[src/rtl/oaht_pkg.sv]
`default_nettype none
package oaht_pkg;
	localparam int SLOTS_DEF = 1024;
	localparam int VALUE_BITS_DEF = 64;
	localparam logic [43:0] HASH_MASK = 44'hFFFFFFFFFFF;
	localparam logic [16:0] LCG_MUL = 17'd69069;

	typedef enum logic [1:0] {
		MODE_INSERT = 2'd0,
		MODE_TRY    = 2'd1,
		MODE_FIND   = 2'd2,
		MODE_ERASE  = 2'd3
	} mode_t;

	typedef enum logic [1:0] {
		ST_OK      = 2'd0,
		ST_EXISTS  = 2'd1,
		ST_MISSING = 2'd2,
		ST_FULL    = 2'd3
	} status_t;

	typedef enum logic [1:0] {
		MARK_EMPTY = 2'd0,
		MARK_FULL  = 2'd1,
		MARK_TOMB  = 2'd2
	} mark_t;

	typedef struct packed {
		mode_t       mode;
		logic [63:0] key;
		logic [63:0] value_in;
	} req_t;

	typedef struct packed {
		status_t     status;
		logic [9:0]  slot_index;
		logic [63:0] value_out;
		logic [10:0] entry_count;
	} rsp_t;

	typedef struct packed {
		logic        start;
		logic [43:0] seed;
	} hash_ctl_t;
endpackage
`default_nettype wire

[src/rtl/oaht_hash.sv]
`default_nettype none
// Probe hash unit: h' = (h * 69069 + 1) mod 2^44; each step registers the partial products, then updates h.
// The 44 x 17 product is split into a low and high partial product.
module oaht_hash
	import oaht_pkg::*;
(
	input  wire logic        clk,
	input  wire logic        arst_n,
	input  wire hash_ctl_t   ctl,
	output logic [43:0]      hash,
	output logic             done
);
	logic [43:0] h_q;
	logic [38:0] lo_s1;
	logic [43:0] hi_s1;
	logic        phase_q;
	logic        busy_q;

	always_ff @(posedge clk) begin
		lo_s1 <= {5'd0, h_q[21:0]} * 39'(LCG_MUL);
		hi_s1 <= 44'(h_q[43:22] * 39'(LCG_MUL));
	end

	always_ff @(posedge clk or negedge arst_n) begin
		if (!arst_n) begin
			phase_q <= 1'b0;
			busy_q  <= 1'b0;
			h_q     <= '0;
		end else if (ctl.start) begin
			h_q     <= ctl.seed;
			phase_q <= 1'b0;
			busy_q  <= 1'b1;
		end else if (busy_q) begin
			phase_q <= ~phase_q;
			if (phase_q) begin
				h_q <= (44'(lo_s1) + {hi_s1[21:0], 22'd0} + 44'd1) & HASH_MASK;
			end
		end
	end

	assign hash = h_q;
	assign done = busy_q & phase_q;
endmodule
`default_nettype wire

[config.mk]
export PLATFORM = sky130hd
export DESIGN_NAME = oaht_hash
export DESIGN_NICKNAME = d
export VERILOG_FILES = /design/src/rtl/oaht_pkg.sv /design/src/rtl/oaht_hash.sv
export SDC_FILE = /design/constraint.sdc
export NUM_CORES = 1
export LEC_CHECK = 0
export BUFFER_PORTS_ARGS = -buffer_cell sky130_fd_sc_hd__buf_2
export CORE_MARGIN = 5
export CORE_UTILIZATION = 70
export CTS_BUF_LIST = sky130_fd_sc_hd__clkbuf_4
export CTS_CLUSTER_SIZE = 24
export DETAILED_ROUTE_END_ITERATION = 6
export PLACE_DENSITY_LB_ADDON = 0.12
export SLEW_MARGIN = 10
export SYNTH_ARGS = -nofsm -noshare
export SYNTH_HDL_FRONTEND = slang
export SYNTH_SLANG_ARGS = --single-unit
[constraint.sdc]
create_clock -name clk -period 8.65 [get_ports clk]
set_input_delay 1.2975 -clock clk [delete_from_list [all_inputs] [get_ports clk]]
set_output_delay 1.2975 -clock clk [all_outputs]
set_load 0.01 [all_outputs]
Yosys cells after proc, flatten, opt, wreduce, memory -nomap -nowiden. Cells that the tools add are included.

Register bits after elaboration: 107. Latch bits: 0. RAM bits: 0. Memory bits (read-only): 0. Input bits: 47. Output and inout bits: 45. Logic and storage cells: 19. Memories kept: 0.

$add $sub $neg: 2. Multiply operators: 2. Divide/modulo/power cells: 0. Order comparisons: 0. Equal/unequal tests: 0. Shifts and indexed selects: 0. Multiplexer cells: 5. Bitwise gates (word level): 2. Reductions and logical operators: 3.

Operator list (number): 44-bit 2-to-1 mux (3); 39-bit by 44-bit adder with 44-bit output (1); 44-bit by 1-bit adder with 44-bit output (second input constant) (1); 22-bit by 17-bit multiplier with 39-bit output (second input constant) (1); 22-bit by 17-bit multiplier with 22-bit output (second input constant) (1); 2-bit nonzero test (2); 1-bit 2-to-1 mux (2); 2-bit AND reduction (1); 1-bit AND (1); 1-bit inverter (1).

Depth between registers and ports, before layout. Gate-level depths: netlist of run 1.

Depth after elaboration: 5. Gate-level depth with buffers: 21.

Worst setup path before layout of run 1. Ideal clock, no wire load.

Path type: reg-to-reg. From: register h_q[10] (netlist: hash[10]). To: register lo_s1[36]. Setup time: 72 ps. Data arrival time: 5506 ps. Data required time: 8578 ps. Setup slack: 3072 ps. Stages on the path, launching flop included: 21. Buffers on the path: 1. Cell sequence: dfrtp_1 > ha_1 > fa_1 > inv_1 > fa_1 > inv_1 > fa_1 > fa_1 > inv_1 > fa_1 > inv_1 > ha_1 > clkbuf_1 > a21o_1 > a21o_1 > a21oi_1 > nand4_1 > a31o_2 > a211o_2 > a221oi_2 > xnor2_1.

Longest elaborated chain between the ends: 1.

RTL lines: start: declaration (RTL line oaht_hash.sv:13) `logic [43:0] h_q;`; start signal: assignment (RTL line oaht_hash.sv:30) `h_q <= ctl.seed;`; start signal: assignment (RTL line oaht_hash.sv:36) `h_q <= (44'(lo_s1) + {hi_s1[21:0], 22'd0} + 44'd1) & HASH_MASK;`; 22-bit by 17-bit multiplier with 39-bit output (RTL line oaht_hash.sv:20) `lo_s1 <= {5'd0, h_q[21:0]} * 39'(LCG_MUL);`; end signal: assignment (RTL line oaht_hash.sv:20); end: declaration (RTL line oaht_hash.sv:14) `logic [38:0] lo_s1;`.

No other way between the ends. A chain may end at the register's enable or synchronous reset.

Worst setup path in the final report of run 1.
From: register h_q[8] (netlist: hash[8]). To: register lo_s1[33].

The elaborated chain is that of the path after synthesis.

==> metrics.txt, run 1 <==
FF-to-FF path depth 19; IO Pins just over 90; Clock Path Buffers 2; critical path class reg -> reg; initial core utilization a little under three quarters; Yosys top cell area share between 20% and 30%; most area-consuming cells after synthesis fa_1 (26%), ha_1 (25%), inv_1 (9.1%); DRC 0; Commonest cells post-synth inv_1 (380), ha_1 (312), fa_1 (203), nand2_1 (88), a21oi_1 (77); htree depth 3; relative slew slack 37.8%; synth warn 0; Final Core Density between 70% and 80%; CTS buffer count 9; top_reg_cell synth dfxtp_1; largest net degree at the start of global routing 95; # clock sinks 107; GR Overflow Total 0; crit path cell chain ha_1 > inv_1 > fa_1 > fa_1 > inv_1 > fa_1 > fa_1 > inv_1 > fa_1 > inv_1 > ha_1 > a211oi_1 > nor2_1 > o41ai_1 > o21a_1 > a21boi_1 > o21bai_1 > a21oi_1 > xnor2_1; async set-reset flop share out of synthesis 43.0%; mapped cell area 15,600 um2; synthesized instance count about 1,600; Antenna Nets Post-Route 0; Fin Setup TNS 0 ns; CP most frequent cell fa_1; worst min-delay path class reg -> reg; synth unique cells 62; Post-synth EDFFs 0; vias in the first global route 12,100; pre-CTS WS approximately 2.6 ns; DR WL/cell between 15 and 20 um; worst path arrival time about 6.6 ns; Iter 0 DRT Violations a little over 800; r2r endpoint lo_s1[33]; CP delay by family, top adder cells; drt via density around 5.8; area leader, netlist fa_1; Crit. End Element flip-flop; largest stage delay on the critical path roughly 0.58 ns; Worst-path clk slew about 0.22 ns; FP Rows between 50 and 60; Core Area between 20,000 and 25,000 um2; WP buf/inv 4; Clk Tree Root Cell clkbuf_4; # setup viols final 0; drt first pass iters 5; Die W 159 um; Tmin final approximately 6.2 ns; Slew Viols, Final 0; Final #Nets about 2,300; GRT Total Usage 31.4%; CP startpoint hash[8]; max_cap viols 0; die area approximately 25,000 um2; TritonCTS clock tree yes; Area Overhead vs Synth 5.77%; routed vias 11,600; final hold violation count 0; RSZ-0062 raised after global routing false; Post-CTS Resized 0; CP Launch Type flip-flop; worst clock skew 0.0550 ns; R2R setup slack 2.41 ns; Tcrit/Tclk final 72.1%; slowest CP cell dfrtp_1; post-synthesis sequential area ratio between 15 and 20%; number of port buffers 91; worst path required time approximately 9 ns; detailed placer's ending HPWL 32,900 um; Setup WS post-layout 2.41 ns; Fin Hold WS approximately 0.57 ns; CP Capture Point lo_s1[33]; Placer Congestion around 1; Slew @ Worst Pin 0.920 ns; stages on the worst setup path 19; r2r startpoint hash[8]; first-pass GRT wire length 63,500 um; latest clock arrival within the worst-skew pair 0.52 ns; share of cells above drive strength 1 slightly below 8%; cts hold-fix bufs 0; Post-Route WL 39,000 um; syn_nets roughly 2,200; Mean Syn Cell Area 9.61 um2; die height between 150 and 200 um; initial antenna violation count 2; Fmax ~0.16 GHz; most frequent cell after synthesis inv_1; Yosys reg bits approximately 110; post-CTS setup buffer count 0; CP max FO 9; outcome finished clean
## worst min path at each step
stage            from      to  slack, ns  cells past startpoint
2_1_floorplan  busy_q  busy_q       0.48                      1
3_3_place_gp   busy_q  busy_q       0.52                      1
3_5_place_dp   busy_q  busy_q       0.52                      1
4_1_cts        busy_q  busy_q       0.57                      1
5_1_grt        busy_q  busy_q       0.59                      1
6_report       busy_q  busy_q       0.57                      1
## placed cells by master, fill, tap and decap left out, drive strengths merged, types with 5 or more instances in the layout
master / n
nand2b: 9
fa: 203
inv: 385
nand2: 88
nand4: 11
and3: 12
dfxtp: 61
nor2b: 5
dfrtp: 46
o21a: 11
or2: 6
a31o: 5
or3: 5
a21o: 27
o221ai: 5
clkbuf: 10
a21oi: 77
buf: 96
a211oi: 15
xnor2: 68
nor2: 60
mux2i: 9
o21bai: 9
a31oi: 5
nand3: 20
xor2: 32
o21ai: 53
ha: 312
nor3b: 6
nor3: 11
## cell type report
class	count	area, um2
fill	1606	5400
tap	280	350
clock inverter	6	55.1
timing repair buffer	96	493
multi-input combinational	1115	11700
inverter	380	1430
sequential	107	2370
clock buffer	10	75.1
antenna	1	2.50
## cells by family (layout without fill, tap and decap cells)
group,Yosys count,count (layout),synth area share [%]
and+or+nand+nor,252,252,7.87
DFF,107,107,15.2
other,0,1,0
buffers and inverters,401,492,9.65
xor gates and xnor gates,100,100,5.62
adders and majority gates,515,515,51.1
muxes,12,12,0.795
AOI/OAI and AO/OA,236,236,9.74
## metrics by stage
step,std cells,cell area [um2]
global placement,1978,16400
floorplan,1623,15600
global route,1995,16500
detailed placement,1978,16400
finish,1995,16500
CTS,1994,16500
## metal layers
layer | vias to the layer above | part of all wire (%) | track usage, %
met2 | 453 | 45 | 48.5
met1 | 5645 | 45 | 45.5
met5 | - | 0.021 | 0
met4 | 2 | 2.2 | 7.02
li1 | 5447 | - | -
met3 | 65 | 8.3 | 7.48
## sequential cells by signal, indices dropped and copies added, names as in the netlist
register / flops
phase_q: 1
busy_q: 1
hi_s1: 22
hash: 44
lo_s1: 39
Power of run 1 is left out: the tool's default activity adds up to more than one toggle a clock period on the data nets, which glitch-free logic cannot reach.
==> inputs of run 2 (changes only) <==
- CORE_UTILIZATION: 70 -> 65
- clock period: 8.65 -> 6.01 ns (I/O delays scaled with it)
==> metrics.txt, run 2 (synthesis results as in run 1) <==
largest stage delay on the critical path 0.56 ns (-0.02 ns); first-pass GRT wire length 64,400 um (+1.3%); Post-Route WL 39,900 um (+2.4%); latest clock arrival within the worst-skew pair 0.51 ns (about the same); TritonCTS clock tree yes; R2R setup slack 0.17 ns (-2.24 ns); largest net degree at the start of global routing 63 (-34%); CP most frequent cell fa_1; CP startpoint hash[11]; Final #Nets 2,302 (+1.4%); die area 27,200 um2 (+7.2%); # setup viols final 0 (unchanged); cts hold-fix bufs 0 (unchanged); Crit. End Element flip-flop; routed vias 11,700 (+0.48%); drt first pass iters 5 (unchanged); Clock Path Buffers 2 (unchanged); htree depth 3 (unchanged); die height 165 um (+3.5%); vias in the first global route 12,200 (+1.3%); outcome finished clean; Antenna Nets Post-Route 0 (unchanged); slowest CP cell fa_1; FP Rows 56 (+3.7%); worst min-delay path class in -> async; initial core utilization 66.2% (-5.0 points); CP Launch Type flip-flop; Tmin final 5.84 ns (-0.401 ns); Slew @ Worst Pin 1.15 ns (+0.233 ns); r2r startpoint hash[11]; Filler cells 1,902 (+18%); post-CTS setup buffer count 0 (unchanged); worst clock skew 0.0181 ns (-0.0369 ns); CTS buffer count 9 (unchanged); Placer Congestion 0.938 (-6.4%); detailed placer's ending HPWL 34,300 um (+4.1%); Clk Tree Root Cell clkbuf_4; CP max FO 6 (-3); GRT Total Usage 30.9% (-0.55 points); Die W 165 um (+3.5%); pre-CTS WS 0.0532 ns (-2.52 ns); share of cells above drive strength 1 9.97% (+2.1 points); Multi-input gate area 11,700 um2 (+0.21%); commonest non-fill, non-tap cell in the layout inv_1; critical path class reg -> reg; RSZ-0062 raised after global routing true; Fin Setup TNS 0 ns (unchanged); number of flip-flops in the largest register 44 (unchanged); Setup WS post-layout 0.171 ns (-2.24 ns); Iter 0 DRT Violations 822 (+1.9%); Post-CTS Resized 0 (unchanged); Inst Count DP 2,048 (+3.5%); FF-to-FF path depth 19 (unchanged); stages on the worst setup path 19 (unchanged); Area Overhead vs Synth 7.91%; most frequent cells in the layout inv_1 (380), ha_1 (312), fa_1 (203); Worst-path clk slew 0.19 ns (-0.03 ns); non-filler cells, final 2,065 (+3.5%); worst path required time 6.46 ns (-2.60 ns); crit path cell chain ha_1 > fa_1 > inv_1 > fa_1 > inv_1 > fa_1 > fa_1 > inv_1 > fa_1 > inv_1 > ha_1 > o2111ai_2 > nor2_1 > a21oi_2 > nand4_1 > a31o_2 > a211o_2 > a221oi_2 > xnor2_1; Fmax 0.171 GHz (+6.9%); Seq. cell area 2380 um2 (+0.16%); WP buf/inv 4 (unchanged); drt via density 5.65 (-2.9%); IO Pins 92 (unchanged); CP Capture Point lo_s1[36]; Fin Hold WS 0.373 ns (-0.195 ns); Slew Viols, Final 0 (unchanged); r2r endpoint lo_s1[36]; worst path arrival time 6.29 ns (-0.35 ns); number of port buffers 91 (unchanged); GR Overflow Total 0 (unchanged); final hold violation count 0 (unchanged); DRC 0 (unchanged); DR WL/cell 19.3 um (-1.0%); relative slew slack 23.1% (-15 points); max_cap viols 0 (unchanged); # clock sinks 107 (unchanged); CP delay by family, top adder cells; Core Area 23,500 um2 (+7.5%); Tcrit/Tclk final 97.2% (+25 points); initial antenna violation count 1 (-1)
-- run 2: cell count changes in the layout (fill, tap and decap cells not counted), moves of 2 or more --
cell / change
dfrtp_2: +3
a21oi_1: -2
buf_4: +31
a21oi_2: +2
dfrtp_1: -3
-- run 2: layout make-up --
type	count	share of cell area (%)
clock buffers	10	0.446
repair buffers	127	4.31
diodes	1	0.0149
multi-input cells	1115	69.8
clock inverters	6	0.469
well taps	319	2.37
flip-flops and latches	107	14.1
inverters	380	8.48
-- run 2: worst min path at each step --
stage               cells after the start        to  slack, ns    start
floorplan                               1    busy_q       0.48   busy_q
global placement                        1    busy_q       0.52   busy_q
detailed placement                      0  lo_s1[1]       0.51  hash[1]
CTS                                     1   hash[7]       0.35   arst_n
global route                            1   hash[8]       0.39   arst_n
finish                                  1   hash[8]       0.37   arst_n
-- run 2: worst register-to-register path: stages, from the launching register on --
cell,delay [ns]
dfrtp_2,0.50
ha_1,0.37
fa_1,0.51
inv_1,0.05
fa_1,0.49
inv_1,0.05
fa_1,0.50
fa_1,0.56
inv_1,0.06
fa_1,0.53
inv_1,0.04
ha_1,0.39
o2111ai_2,0.25
nor2_1,0.09
a21oi_2,0.21
nand4_1,0.14
a31o_2,0.26
a211o_2,0.33
a221oi_2,0.28
xnor2_1,0.15
-- run 2: per-stage QoR --
stage / cell area (um2) / utilization [%]
floorplan: 15600 / -
detailed placement: 16600 / 70.7
global route: 16800 / 71.5
CTS: 16800 / 71.3
global placement: 16600 / 70.7
finish: 16800 / 71.5
-- run 2: metal layers --
layer  track usage (%)  share of wire [%]  wire (um)
met1              43.8                 46      18200
met2              49.6                 46      18200
met3              5.32                6.5       2600
met4              7.60                2.3        924
met5                 0                  0          0
Power of run 2 is left out for the same reason.
==> inputs of run 3 (changes only) <==
==> constraint.sdc (replaced) <==
create_clock -name clk -period 6.01 [get_ports clk]
set_input_delay 0.3005 -clock clk [delete_from_list [all_inputs] [get_ports clk]]
set_output_delay 0.3005 -clock clk [all_outputs]
set_load 0.01 [all_outputs]
==> metrics.txt, run 3 (synthesis results as in run 1) <==
Die W 165 um (unchanged); initial core utilization 66.2% (unchanged); number of flip-flops in the largest register 44 (unchanged); Inst Count DP 2,048 (unchanged); Fin Hold WS 0.0269 ns (-0.346 ns); Tmin final 5.76 ns (-0.0767 ns); R2R setup slack 0.25 ns (+0.08 ns); CTS buffer count 9 (unchanged); DR WL/cell 19.3 um (about the same); routed vias 11,700 (+0.49%); worst min-delay path class in -> reg; Clk Tree Root Cell clkbuf_4; DRC 0 (unchanged); detailed placer's ending HPWL 34,300 um (about the same); vias in the first global route 12,300 (+0.61%); Fin Setup TNS 0 ns (unchanged); die area 27,200 um2 (unchanged); latest clock arrival within the worst-skew pair 0.51 ns (about the same); die height 165 um (unchanged); max_cap viols 0 (unchanged); Clock Path Buffers 2 (unchanged); Tcrit/Tclk final 95.9% (-1.3 points); drt via density 5.64 (-0.19%); relative slew slack 24.6% (+1.6 points); final hold violation count 0 (unchanged); GRT Total Usage 31.0% (+0.17 points); Core Area 23,500 um2 (unchanged); Area Overhead vs Synth 8.97%; initial antenna violation count 1 (unchanged); critical path class reg -> reg; Slew @ Worst Pin 1.13 ns (-0.0245 ns); non-filler cells, final 2,079 (+0.68%); Final Core Density 72.2% (+0.70 points); largest net degree at the start of global routing 59 (-6.3%); most frequent cells in the layout inv_1 (380), ha_1 (310), fa_1 (203); commonest non-fill, non-tap cell in the layout inv_1; worst clock skew 0.0226 ns (+0.00454 ns); Fmax 0.174 GHz (+1.3%); TritonCTS clock tree yes; drt first pass iters 5 (unchanged); Antenna Nets Post-Route 0 (unchanged); Placer Congestion 0.942 (+0.42%); IO Pins 92 (unchanged); FF-to-FF path depth 19 (unchanged); # setup viols final 0 (unchanged); Worst-path clk slew 0.19 ns (about the same); hold endpoint hash[0]; worst path required time 6.46 ns (about the same); outcome finished clean; min-delay src ctl[0]; first-pass GRT wire length 64,600 um (+0.37%); htree depth 3 (unchanged); Post-Route WL 40,100 um (+0.59%); worst path arrival time 6.21 ns (-0.08 ns); GR Overflow Total 0 (unchanged); r2r startpoint hash[7]; FP Rows 56 (unchanged); CP Launch Type flip-flop; r2r endpoint lo_s1[36]; Final #Nets 2,316 (+0.61%); Slew Viols, Final 0 (unchanged); number of port buffers 91 (unchanged); Iter 0 DRT Violations 892 (+8.5%); # clock sinks 107 (unchanged); share of cells above drive strength 1 10.3% (+0.32 points); worst hold path cell count 3; Crit. End Element flip-flop; CP max FO 6 (unchanged)
## run 3: worst max path at each step
stage | startpoint | to
2_1_floorplan | hash[10] | lo_s1[36]
3_3_place_gp | hash[11] | lo_s1[36]
3_5_place_dp | hash[11] | lo_s1[36]
4_1_cts | hash[11] | lo_s1[36]
5_1_grt | hash[7] | lo_s1[36]
6_report | hash[7] | lo_s1[36]
## run 3: area by class of cell
| cell class | count | area (um2) |
|---|---|---|
| repair buffers | 141 | 858 |
| well taps | 319 | 399 |
| multi-input cells | 1115 | 11800 |
| clock inverters | 7 | 105 |
| inverters | 380 | 1430 |
| flip-flops and latches | 107 | 2380 |
| clock buffers | 9 | 67.6 |
| diodes | 1 | 2.50 |
| fillers | 1834 | 6550 |
## run 3: what timing repair did
item                                   4_1_cts  5_1_grt
gates resized for setup                      0       15
setup endpoints to repair                    0       12
hold buffers                                11        0
endpoints found under the hold margin       30        0
setup buffers                                0        3
## run 3: through the flow
stage / instance area [um2] / setup WS, ns
finish: 17000 / 0.248
global route: 17000 / -0.00396
detailed placement: 16600 / 0.0715
floorplan: 15600 / 0.432
CTS: 16900 / 0.0601
global placement: 16600 / 0.237
## run 3: metal layers
layer | global-route usage, % | up-vias | wire length, um
li1 | - | 5524 | -
met1 | 43.9 | 5741 | 17900
met2 | 48.8 | 397 | 18100
met3 | 6.69 | 63 | 3030
met4 | 8.28 | 0 | 1070
met5 | 0 | - | 0
## run 3: worst max-delay path, cell delays in order, from the launching register on
cell and delay, ns:
dfrtp_2 0.50, ha_1 0.35, inv_1 0.08, fa_1 0.50
fa_1 0.52, inv_1 0.05, fa_1 0.47, fa_1 0.54
inv_1 0.05, fa_1 0.53, inv_1 0.04, ha_1 0.39
a21oi_1 0.15, o21ai_1 0.12, a21oi_2 0.23, nand4_1 0.15
a31o_2 0.26, a211o_2 0.33, a221oi_2 0.28, xnor2_1 0.15
Power of run 3 is left out for the same reason.
